File: src/hdl/lkc_pkg.sv
package lkc_pkg;

    localparam int KEY_W     = 32;
    localparam int CAP_W     = 5;
    localparam int DEPTH_DEF = 16;
    localparam logic [CAP_W-1:0] CAP_RESET = 5'd16;

    // Broadcast control from the top level to every cell.
    typedef struct packed {
        logic en;    // an item is processed this cycle
        logic hit;   // search key matched a live entry
        logic ins;   // nonzero capacity: a miss inserts at the MRU end
    } cell_ctrl_t;

endpackage

File: src/hdl/lkc_cell.sv
module lkc_cell
(
    input  logic                         clk,
    input  lkc_pkg::cell_ctrl_t          ctrl,
    input  logic [lkc_pkg::KEY_W-1:0]    search_key,
    input  logic                         live,
    input  logic [lkc_pkg::KEY_W-1:0]    prev_key,
    input  logic                         match_beyond_in,
    output logic [lkc_pkg::KEY_W-1:0]    stored_key,
    output logic                         match_beyond_out
);

    logic [lkc_pkg::KEY_W-1:0] key_reg;
    logic                      match_here;
    logic                      take;

    assign match_here       = live && (key_reg == search_key);
    assign match_beyond_out = match_here || match_beyond_in;

    // On a hit, every entry up to and including the matching one moves one
    // step toward the old end; on an insert the whole row moves.
    assign take = ctrl.en && (ctrl.hit ? match_beyond_out : ctrl.ins);

    always_ff @(posedge clk)
    begin
        if (take)
        begin
            key_reg <= prev_key;
        end
    end

    assign stored_key = key_reg;

endmodule

File: src/hdl/lru_key_cache.sv
// lru_key_cache: fully associative key cache kept in recency order.
//
// Lookup channel (lookup_valid/lookup_ready, lookup_key): one beat per key.
// Result channel (hit_valid/hit_ready, hit): one beat per lookup, in order;
//   hit is 1 when the key was held, 0 on a miss (the key is then inserted).
// Capacity channel (capacity_valid/capacity_ready, capacity): always ready;
//   write only while no lookup is outstanding. Values above DEPTH act as
//   DEPTH; zero means misses store nothing.
//
// Entries sit in a row of DEPTH cells, most recently used in cell 0. Every
// cell compares its key against the search key in parallel, and the row
// shifts one step in the same cycle, so the block takes one key per cycle
// while hit_ready keeps the result slot free. A key is registered on accept,
// then looked up and the row updated, and the result beat is registered.
// The match chain through the row sets the critical path.
//
// Reset empties the cache (fill count zero) and sets capacity to 16; cell
// contents are not cleared. A result beat waiting with hit_ready low holds;
// a full one-key input register holds; lookup_ready drops until a beat leaves.
module lru_key_cache
#(
    parameter int DEPTH = lkc_pkg::DEPTH_DEF
)
(
    input  logic                             clk,
    input  logic                             rst_n,
    input  logic                             lookup_valid,
    output logic                             lookup_ready,
    input  logic signed [lkc_pkg::KEY_W-1:0] lookup_key,
    output logic                             hit_valid,
    input  logic                             hit_ready,
    output logic                             hit,
    input  logic                             capacity_valid,
    output logic                             capacity_ready,
    input  logic [lkc_pkg::CAP_W-1:0]        capacity
);

    localparam int CW   = $clog2(DEPTH + 1);
    localparam int CMPW = (CW > lkc_pkg::CAP_W) ? CW : lkc_pkg::CAP_W;

    logic [lkc_pkg::CAP_W-1:0] cap_reg;
    logic [CW-1:0]             fill_reg;
    logic [CW-1:0]             fill_next;
    logic                      key_valid_reg;
    logic [lkc_pkg::KEY_W-1:0] key_reg;
    logic                      out_valid_reg;
    logic                      hit_reg;

    logic                      fire;
    logic                      any_hit;
    logic [CMPW-1:0]           cap_ext;
    logic [CW-1:0]             eff_cap;
    logic [CW-1:0]             cap_m1;
    logic [CW-1:0]             keep;
    lkc_pkg::cell_ctrl_t       ctrl;

    logic [lkc_pkg::KEY_W-1:0] cell_key [DEPTH];
    logic [DEPTH:0]            match_chain;

    // Process the held key when the result slot is free or draining.
    assign fire         = key_valid_reg && (!out_valid_reg || hit_ready);
    assign lookup_ready = !key_valid_reg || fire;
    assign capacity_ready = 1'b1;

    assign hit_valid = out_valid_reg;
    assign hit       = hit_reg;

    // Capacity clamped to the built depth
    assign cap_ext = CMPW'(cap_reg);
    assign eff_cap = (cap_ext > CMPW'(DEPTH)) ? CW'(DEPTH) : CW'(cap_ext);
    assign cap_m1  = eff_cap - 1'b1;
    // On insert keep only the newest capacity-1 entries, then append
    assign keep    = (fill_reg > cap_m1) ? cap_m1 : fill_reg;

    assign any_hit  = match_chain[0];
    assign ctrl.en  = fire;
    assign ctrl.hit = any_hit;
    assign ctrl.ins = (eff_cap != '0);

    always_comb
    begin
        fill_next = fill_reg;
        if (fire && !any_hit && ctrl.ins)
        begin
            fill_next = keep + 1'b1;
        end
    end

    assign match_chain[DEPTH] = 1'b0;

    for (genvar g = 0; g < DEPTH; g++)
    begin : g_cell
        logic [lkc_pkg::KEY_W-1:0] prev_key;
        logic                      live;

        if (g == 0)
        begin : g_head
            assign prev_key = key_reg;
        end
        else
        begin : g_body
            assign prev_key = cell_key[g-1];
        end

        assign live = (CW'(g) < fill_reg);

        lkc_cell u_cell
        (
            .clk              (clk),
            .ctrl             (ctrl),
            .search_key       (key_reg),
            .live             (live),
            .prev_key         (prev_key),
            .match_beyond_in  (match_chain[g+1]),
            .stored_key       (cell_key[g]),
            .match_beyond_out (match_chain[g])
        );
    end

    always_ff @(posedge clk or negedge rst_n)
    begin
        if (!rst_n)
        begin
            cap_reg       <= lkc_pkg::CAP_RESET;
            fill_reg      <= '0;
            key_valid_reg <= 1'b0;
            out_valid_reg <= 1'b0;
        end
        else
        begin
            if (capacity_valid)
            begin
                cap_reg <= capacity;
            end
            fill_reg <= fill_next;
            if (lookup_ready)
            begin
                key_valid_reg <= lookup_valid;
            end
            if (fire)
            begin
                out_valid_reg <= 1'b1;
            end
            else if (hit_ready)
            begin
                out_valid_reg <= 1'b0;
            end
        end
    end

    always_ff @(posedge clk)
    begin
        if (lookup_valid && lookup_ready)
        begin
            key_reg <= lookup_key;
        end
        if (fire)
        begin
            hit_reg <= any_hit;
        end
    end

endmodule
File: config.mk
export PLATFORM = sky130hd
export DESIGN_NAME = lru_key_cache
export DESIGN_NICKNAME = d
export VERILOG_FILES = /design/src/hdl/lkc_pkg.sv /design/src/hdl/lkc_cell.sv /design/src/hdl/lru_key_cache.sv
export SDC_FILE = /design/constraint.sdc
export NUM_CORES = 1
export LEC_CHECK = 0
export BUFFER_PORTS_ARGS = -buffer_cell sky130_fd_sc_hd__buf_2
export CAP_MARGIN = 20
export CORE_ASPECT_RATIO = 0.8
export CORE_MARGIN = 10
export CORE_UTILIZATION = 57
export DETAILED_ROUTE_END_ITERATION = 10
export GPL_ROUTABILITY_DRIVEN = 0
export PLACE_DENSITY = 0.85
export SLEW_MARGIN = 25
export SYNTH_ARGS = -nofsm -noshare
export SYNTH_HDL_FRONTEND = slang
export SYNTH_SLANG_ARGS = --single-unit
File: constraint.sdc
create_clock -name clk -period 4.8 [get_ports clk]
set_clock_uncertainty 0.15 [all_clocks]
set_input_delay 1.2 -clock clk [delete_from_list [all_inputs] [get_ports clk]]
set_output_delay 1.2 -clock clk [all_outputs]
set_load 0.005 [all_outputs]
-- Word level (Yosys, flattened, before mapping)
Cells that the tools add are included.
- bits in registers: 557
- input port bits: 42
- logic and storage cells: 136
- $add $sub $neg: 2
- magnitude comparators: 18
- equal/unequal tests: 16
- mux-type cells: 20
- reduce and logical (&&, ||, !) cells: 58
- operator list (kind ; count):
    $eq A32 B32 Y1 ; 16
    $lt A4 B5 Y1 const A ; 8
    $logic_and A1 B1 Y1 ; 36
    $lt A3 B5 Y1 const A ; 4
    $mux W1 ; 18
    $logic_or A1 B1 Y1 ; 17
    $lt A1 B5 Y1 const A ; 2
    $lt A2 B5 Y1 const A ; 2
    $mux W5 ; 2
    $add A5 B1 Y5 const B ; 1
    $gt A5 B5 Y1 ; 1
    $gt A5 B5 Y1 const B ; 1
    $reduce_bool A5 Y1 ; 1
    $sub A5 B1 Y5 const B ; 1
    $logic_not A1 Y1 ; 3
    $reduce_bool A2 Y1 ; 1

-- Logic depth before layout (Yosys ltp)
Gate-level depths: netlist of run 1.
- depth in word-level cells: 20
- mapped depth: 17
- mapped depth without buffers: 16

-- Modules after synthesis
A second synthesis of run 1 with hierarchy kept.
- cell total of the unflattened synthesis: 1602
- area total of the unflattened synthesis: 24044.3 sq um
- by module, submodules not included (module ; instances ; cells an instance ; area each (sq um) ; sequential area each (sq um)):
    lkc_cell ; 16 ; 90 ; 1377.6 ; 960.9
    lru_key_cache ; 1 ; 162 ; 2003.2 ; 1292.5

-- Least setup slack after synthesis of run 1
Ideal clock, no wire load.
- path type: register to register
- start: register key_reg (netlist bit g_cell[0].prev_key[24])
- end: register g_cell[11].u_cell.key_reg (netlist bit g_cell[11].u_cell.stored_key[0]), enable pin
- setup time: 0.441 ns
- arrival time: 3.931 ns
- required time: 4.209 ns
- setup slack: 0.279 ns
- cell stages (with the launch flop): 11
- buffers on the path: 2
- period minus slack after synthesis: 4.521 ns
- cell sequence: edfxtp_1 buf_6 buf_12 xor2_1 nor4_1 nand3_2 nor4_2 or4_4 nor4_4 a21oi_4 a31oi_1
- longest elaborated chain between the ends: 19
- elaborated cells on any way between the ends: 49
- those cells by class: eq/ne (16); mux (1); reduce/logical (32)
- ends and longest elaborated chain (what ; RTL line ; RTL):
    start: declaration ; lru_key_cache.sv:45 ; logic [lkc_pkg::KEY_W-1:0] key_reg;
    start signal: assignment ; lru_key_cache.sv:155 ; key_reg <= lookup_key;
    $eq A32 B32 Y1 ; lkc_cell.sv:17 ; assign match_here = live && (key_reg == search_key);
    $logic_and A1 B1 Y1 ; lkc_cell.sv:17 ;
    $logic_or A1 B1 Y1 (15 in a row) ; lkc_cell.sv:18 ; assign match_beyond_out = match_here || match_beyond_in;
    $mux W1 * ; lkc_cell.sv:22 ; assign take = ctrl.en && (ctrl.hit ? match_beyond_out : ctrl.ins);
    $logic_and A1 B1 Y1 * ; lkc_cell.sv:22 ;
    named net g_cell[11].u_cell.take ; lkc_cell.sv:15 ; logic take;
    end signal: assignment ; lkc_cell.sv:28 ; key_reg <= prev_key;
    end: declaration ; lkc_cell.sv:13 ; logic [lkc_pkg::KEY_W-1:0] key_reg;
The timed path passes the listed nets; every way through them passes the cells marked *.
A chain may end at the register's enable or synchronous reset.

-- Final worst setup path of run 1
- start: register key_reg (netlist bit g_cell[0].prev_key[30])
- end: register g_cell[1].u_cell.key_reg (netlist bit g_cell[1].u_cell.stored_key[9]), enable pin
- longest elaborated chain between the ends: 19
- elaborated cells on any way between the ends: 49
- those cells by class: eq/ne (16); mux (1); reduce/logical (32)
- ends and longest elaborated chain (what ; RTL line):
    $eq A32 B32 Y1 ; lkc_cell.sv:17
    $logic_and A1 B1 Y1 ; lkc_cell.sv:17
    $logic_or A1 B1 Y1 (15 in a row) ; lkc_cell.sv:18
    $mux W1 * ; lkc_cell.sv:22
    $logic_and A1 B1 Y1 * ; lkc_cell.sv:22
    named net g_cell[1].u_cell.take ; lkc_cell.sv:15
    end signal: assignment ; lkc_cell.sv:28
    end: declaration ; lkc_cell.sv:13
Marks and branches as above.

==> results by group, run 1 <==
Status
  • Status: finished clean

Clock network
  • Setup Fix Bufs, Post-CTS: 0
  • Post-CTS sizing: 0
  • Root Driver: clkbuf_16
  • Clock sinks: ~560
  • H-tree Lvls: 2
  • Clk pin slew, worst setup/hold paths: about 0.07 ns
  • Number of buffers created by CTS: 51
  • Clock Latency Late Sink: roughly 0.6 ns
  • CTS max path bufs: 3
  • Hold Buf Count CTS: 0
  • TritonCTS clock tree: built

Final layout
  • Synth-to-Final Area Change: 9.91%
  • Layout cells sized above 1: between 10% and 20%
  • Commonest non-fill, non-tap cell in the layout: edfxtp_1
  • Antenna Cells: 0
  • Commonest non-fill, non-tap cells in the layout: edfxtp_1, xor2_1, xnor2_1, nor4_1, nand4_1
  • Area occupied by multi-input gates: 0.00797 mm²
  • Max reg flops: roughly 510
  • Nets: 1,808
  • Reg area: 0.0167 mm²
  • Non-Filler Cell Area, Final: roughly 0.028 mm²
  • # fillers: a little over 3,000

Critical path
  • Crit path launch: g_cell[0].prev_key[30]$_DFFE_PP_
  • Setup CP Type: reg2reg
  • CP Max Fanout: 32
  • Worst path required time: roughly 4.9 ns
  • Worst setup SP type: flop
  • Crit path DAT: about 4.8 ns
  • Kind of end point of the critical path: flop
  • Worst r2r src: g_cell[0].prev_key[30]$_DFFE_PP_

Detailed routing
  • Remaining antenna violation count: 0
  • DRC viols: 0
  • Vias per cell: 6.63
  • First-pass iteration count of the detailed router: 9
  • Detailed-route wire length per cell: roughly 30 µm
  • Detailed-route via count: roughly 16,000
  • Iter 0 DRT Violations: 2,675
  • Post-Route WL: 71,400 µm

Logic synthesis
  • Simple-gate portion of the synthesized area: roughly 11%
  • Post-Synth XOR/XNOR Area: between 10% and 20%
  • Post-synthesis sequential area ratio: between 60% and 70%
  • Mux contribution to synthesized area: 0.399%
  • Post-synth EDFFs: about 550
  • Syn Inst Count: roughly 1,700
  • Yosys warnings: 0
  • Largest family of logic cells by synthesized area: XOR/XNOR gates
  • Distinct cells, synth: 74
  • Compound-Gate Fraction of Synth Area: 1.45%
  • Mean Syn Cell Area: 15.3 µm²
  • Seq cells post-synth: between 500 and 600
  • Ys async rst share: 2.15%
  • Cell Area, Synth: around 0.025 mm²
  • Adder-Cell Fraction of Synth Area: 0.345%
  • Post-synth net total: between 1,500 and 2,000
  • Top_reg_cell synth: edfxtp_1

Floorplan
  • Core area: between 0.04 and 0.05 mm²
  • Die height: ~210 µm
  • Row cnt: 69
  • Io pins: between 40 and 50
  • Die Wd: ~260 µm
  • Initial cell density of the core: between 50% and 60%
  • Die area: 0.0534 mm²

Run
  • Max_cap viols: 0

Power and ir drop
  • VDD IR max: between 0.4 and 0.5 mV
  • Leak Pwr: approximately 9 nW
  • PwrDens: ~450 mW/mm²
  • Final Power: 12.4 mW

Global routing
  • GRT overflow: 0
  • Initial antenna violation count: 0
  • Gr usage total: about a quarter
  • Vias in the first global route: between 15,000 and 20,000
  • Largest net degree at the start of global routing: 33
  • First-pass GRT wire length: between 100,000 and 150,000 µm

Timing
  • Relative max-transition margin: around a quarter
  • Setup violations, final: 0
  • Least-Margin Pin Slew: between 1 and 1.5 ns
  • Setup TNS: 0 ns
  • Hold Violations, Final: 0
  • RSZ-0062 raised after global routing: no
  • Final Slew Violations: 0
  • Fmax: approximately 210 MHz
  • Fin crit share: a little over nine tenths
  • Post-layout min period: 4.71 ns

Placement
  • DP Wirelength: 49,900 µm
  • DP Area: ~0.026 mm²
  • I/O Buffers: between 40 and 50

Min path
  • Hold/Removal Path Class: reg2reg
  • Hold path start: g_cell[11].u_cell.stored_key[2]$_DFFE_PP_
-- final timing paths --
check                                                                 end  slack, ns  depth (start not counted)
worst min register to register  g_cell[12].u_cell.stored_key[2]$_DFFE_PP_       0.31                          0
max in group asynchronous                          cap_ext[4]$_DFFE_PN1P_       3.90                          1
worst max register to register   g_cell[1].u_cell.stored_key[9]$_DFFE_PP_       0.09                         11
min in group asynchronous                         fill_reg[3]$_DFFE_PN0P_       0.33                          1
worst max-delay path             g_cell[1].u_cell.stored_key[9]$_DFFE_PP_       0.09                         11
worst min-delay path            g_cell[12].u_cell.stored_key[2]$_DFFE_PP_       0.31                          0
-- report_power, final --
group	leakage [nW]	switching [mW]	internal, mW	total, mW
registers	5.35	0.485	5.96	6.45
clock network	0.795	1.82	2.33	4.15
logic	3.05	1.21	0.628	1.84
-- critical path: stages (launching register included) --
cell and delay (ns):
edfxtp_1 1.08, xnor2_1 0.21, nand2_1 0.15, or4b_1 0.55
nor4_1 0.70, buf_4 0.23, nor4_2 0.05, nand4_2 0.24
o31ai_4 0.07, buf_4 0.25, a31oi_4 0.18, buf_4 0.44
-- cell usage after synthesis (all sizes together) (2+ instances only) --
cell	instances	area [µm²]
a211oi	2	20.0
dfrtp	11	275
or4b	5	50.1
nand2	30	113
clkbuf	2	7.51
o21a	3	22.5
o2111ai	2	17.5
xor2	329	2900
nor3	33	198
nor2	38	148
a21oi	10	68.8
xnor2	189	1660
or4	9	75.1
edfxtp	545	16400
a31oi	7	43.8
nand4	100	644
ha	7	87.6
or3	2	17.5
inv	10	37.5
mux2	6	71.3
or3b	2	17.5
buf	70	802
o21ai	6	30.0
a21bo	2	20.0
o31ai	3	36.3
and2	5	31.3
nand2b	11	68.8
o41ai	2	17.5
a22oi	2	15.0
nor4	147	966
and3	3	23.8
a2111oi	2	23.8
mux2i	3	30.0
nand4b	11	96.3
nand3	24	125
nor2b	6	37.5
o211ai	2	20.0
nor4b	6	52.6
nor3b	4	30.0
-- logic make-up after synthesis --
logic type,Yosys count
flip-flops,557
XOR/XNOR,518
other,1
AO/OA/AOI/OAI,46
AND/OR/NAND/NOR,442
multiplexers,9
buffers and inverters,82
adder cells (fa/ha/maj),7
-- layout make-up --
class,instances,share of cell area (%)
inverters,10,0.135
multi-input cells,1023,28.6
well taps,603,2.71
clock inverters,32,1.22
flip-flops and latches,557,59.8
clock buffers,61,4.71
repair buffers,116,2.86
-- metal layers --
layer | routed length [µm] | vias up | track usage [%]
met1 | 25900 | 7719 | 34.6
met4 | 3450 | 0 | 10.6
met2 | 31200 | 1411 | 39.6
met5 | 0 | - | 0
li1 | - | 6457 | -
met3 | 10900 | 338 | 7.94
-- per-stage QoR --
stage | util [%] | hold slack (ns) | setup WS (ns) | instances
2_1_floorplan | - | 0.278 | 0.279 | 1662
3_3_place_gp | 59.3 | 0.302 | 0.285 | 2309
3_5_place_dp | 59.3 | 0.305 | 0.220 | 2309
4_1_cts | 63.1 | 0.313 | 0.186 | 2402
5_1_grt | 63.1 | 0.324 | 0.0110 | 2402
6_report | 63.1 | 0.306 | 0.0852 | 2402
Note: power is estimated with default switching activity, not from simulation.
==> inputs of run 2 (changes only) <==
--- a/config.mk
+++ b/config.mk
@@ -13,6 +13,7 @@
 export DETAILED_ROUTE_END_ITERATION = 10
 export GPL_ROUTABILITY_DRIVEN = 0
 export PLACE_DENSITY = 0.85
+export SETUP_SLACK_MARGIN = 0.4
 export SLEW_MARGIN = 25
 export SYNTH_ARGS = -nofsm -noshare
 export SYNTH_HDL_FRONTEND = slang
==> run 2 against run 1 <==
Net effect: worst setup slack gained 0.41 ns; register-to-register slack better by 0.41 ns; clock-buffer cell count decreased by 2; wire length increased by 1.9%; critical path type unchanged; critical endpoint is now g_cell[3].u_cell.stored_key[16]$_DFFE_PP_; largest power group unchanged.
==> results by group, run 2 (synthesized netlist as in run 1, its figures left out) <==
Status
  • Status: finished clean

Critical path
  • Worst r2r dst: g_cell[3].u_cell.stored_key[16]$_DFFE_PP_
  • Worst path required time: 4.88 ns (about the same)
  • Crit path max-delay family: simple AND/OR/NAND/NOR gates
  • Worst reg2reg setup slack: 0.49 ns (+0.41 ns)
  • Worst r2r path cells: 10 (-1)
  • Crit path DAT: 4.39 ns (-0.41 ns)
  • Setup crit end: g_cell[3].u_cell.stored_key[16]$_DFFE_PP_
  • Worst path most repeated cell: buf_4
  • Crit path launch: g_cell[0].prev_key[15]$_DFFE_PP_
  • Buf/Inv on CP: 2 (-1)
  • Kind of end point of the critical path: flop
  • Crit-path cells: buf_4 -> xor2_1 -> nor4_1 -> nand3_1 -> or4_1 -> nand4_2 -> nor4_4 -> and2b_1 -> a21oi_2 -> buf_4
  • Worst r2r src: g_cell[0].prev_key[15]$_DFFE_PP_
  • Crit-path slowest cell: edfxtp_1
  • Worst setup SP type: flop
  • Critical path depth: 10 (-1)
  • Max stage delay on crit path: 0.99 ns (-0.09 ns)
  • Setup CP Type: reg2reg
  • CP Max Fanout: 32 (unchanged)

Detailed routing
  • Detailed-route via count: 16,200 (+1.7%)
  • Detailed-route wire length per cell: 30.1 µm (+1.2%)
  • Post-Route WL: 72,800 µm (+1.9%)
  • DRC viols: 0 (unchanged)
  • Iter 0 DRT Violations: 2,646 (-1.1%)
  • Vias per cell: 6.70 (+1.0%)
  • Remaining antenna violation count: 0 (unchanged)
  • First-pass iteration count of the detailed router: 6 (-3)

Timing
  • Post-layout min period: 4.31 ns (-0.406 ns)
  • Hold Violations, Final: 0 (unchanged)
  • Setup violations, final: 0 (unchanged)
  • Relative max-transition margin: 35.0% (+8.9 points)
  • Fmax: 232 MHz (+9.4%)
  • RSZ-0062 raised after global routing: no
  • Fin crit share: 89.8% (-8.5 points)
  • Hold Slack: 0.315 ns (+0.00914 ns)
  • Final Slew Violations: 0 (unchanged)
  • Least-Margin Pin Slew: 0.975 ns (-0.134 ns)
  • Setup TNS: 0 ns (unchanged)

Final layout
  • Area occupied by multi-input gates: 0.00800 mm² (+0.33%)
  • Commonest non-fill, non-tap cell in the layout: edfxtp_1
  • Nets: 1,822 (+0.77%)
  • Reg area: 0.0167 mm² (unchanged)
  • Max reg flops: 512 (unchanged)
  • # fillers: 3,016 (-1.7%)
  • Commonest non-fill, non-tap cells in the layout: edfxtp_1, xor2_1, xnor2_1, nor4_1, nand4_1
  • Synth-to-Final Area Change: 11.2%
  • Layout cells sized above 1: 14.9% (+1.4 points)
  • Non-filler cells, final: 2,418 (+0.67%)
  • Antenna Cells: 0 (unchanged)

Global routing
  • M1 GR Usage: 35.2% (+0.66 points)
  • Gr usage total: 26.4% (+0.37 points)
  • Met3 Usage GRT: 8.50% (+0.57 points)
  • GR peak layer: met2
  • Vias in the first global route: 16,000 (+0.056%)
  • Met2 Use GR: 39.7% (+0.13 points)
  • GRT overflow: 0 (unchanged)
  • Largest net degree at the start of global routing: 33 (unchanged)
  • First-pass GRT wire length: 105,000 µm (+1.0%)
  • Initial antenna violation count: 0 (unchanged)

Clock network
  • CTS max path bufs: 3 (unchanged)
  • Clock sinks: 557 (unchanged)
  • Clk pin slew, worst setup/hold paths: 0.06 ns (about the same)
  • TritonCTS clock tree: built
  • Number of buffers created by CTS: 51 (unchanged)
  • Clock Latency Late Sink: 0.61 ns (about the same)
  • Root Driver: clkbuf_16
  • H-tree Lvls: 2 (unchanged)

Floorplan
  • Die height: 209 µm (unchanged)
  • Row cnt: 69 (unchanged)
  • Initial cell density of the core: 57.4% (unchanged)
  • Die area: 0.0534 mm² (unchanged)
  • Io pins: 46 (unchanged)
  • Die Wd: 256 µm (unchanged)
  • Core area: 0.0442 mm² (unchanged)

Min path
  • Hold/Removal Path Class: reg2reg

Placement
  • I/O Buffers: 44 (unchanged)
  • DP Wirelength: 48,700 µm (-2.3%)
  • Dpl cells: 2,305 (-0.17%)

Run
  • Max_cap viols: 0 (unchanged)

Power and ir drop
  • VDD IR max: 0.389 mV (-5.7%)
  • Leak Pwr: 9.35 nW (+1.7%)
  • PwrDens: 448 mW/mm² (+0.39%)
==> run 2: cell types whose count changed in the layout (fill, tap and decap cells not counted), moves of 2 or more <==
cell / before / now
buf_12: 3 / 13
buf_4: 69 / 73
clkbuf_1: 10 / 7
clkinv_1: 14 / 9
clkinv_2: 4 / 10
clkinvlp_4: 3 / 5
inv_6: 4 / 2
==> run 2: repair_timing <==
item                                    4_1_cts  5_1_grt
hold buffers                                  0        0
endpoints found under the hold margin         0        0
pin swaps                                     0        1
endpoints found under the setup margin      341      514
buffers inserted                              6       12
resized for setup                             0        4
==> run 2: metal layers <==
| metal | vias to the layer above | routed length, µm |
|---|---|---|
| met3 | 328 | 12100 |
| met2 | 1608 | 31700 |
| met1 | 7774 | 25500 |
| met5 | - | 0 |
| li1 | 6481 | - |
| met4 | 0 | 3500 |
==> run 2: worst min-delay path by stage <==
stage	from	to	slack (ns)	depth (start not counted)
floorplan	g_cell[0].prev_key[0]$_DFFE_PP_	g_cell[0].u_cell.stored_key[0]$_DFFE_PP_	0.28	0
global placement	g_cell[0].prev_key[18]$_DFFE_PP_	g_cell[0].u_cell.stored_key[18]$_DFFE_PP_	0.29	0
detailed placement	g_cell[0].prev_key[18]$_DFFE_PP_	g_cell[0].u_cell.stored_key[18]$_DFFE_PP_	0.30	0
CTS	rst_n	fill_reg[2]$_DFFE_PN0P_	0.32	1
global route	g_cell[0].u_cell.stored_key[24]$_DFFE_PP_	g_cell[1].u_cell.stored_key[24]$_DFFE_PP_	0.33	0
finish	g_cell[0].prev_key[18]$_DFFE_PP_	g_cell[0].u_cell.stored_key[18]$_DFFE_PP_	0.31	0
==> run 2: cell type report <==
cell class                      count  area share (%)
Clock buffer                       59            4.70
Clock inverter                     36            1.43
Inverter                           10           0.133
Multi-Input combinational cell   1023            28.3
Sequential cell                   557            59.1
Tap cell                          603            2.67
Timing Repair Buffer              130            3.64
==> run 2: power by group <==
part           switching (mW)  internal, mW  total [mW]
sequential              0.477          5.96        6.44
combinational            1.25         0.657        1.91
clock                    1.86          2.42        4.29
total                    3.59          9.04        12.6
==> run 2: stage by stage <==
step | utilization, % | worst slack, ns | cell area (µm²) | power, mW
6_report | 63.8 | 0.491 | 28200 | 12.6
3_5_place_dp | 59.5 | 0.402 | 26300 | 8.27
5_1_grt | 63.8 | 0.368 | 28200 | 12.9
4_1_cts | 63.6 | 0.402 | 28100 | 12.5
2_1_floorplan | - | 0.279 | 25400 | 7.59
3_3_place_gp | 59.5 | 0.423 | 26300 | 8.18
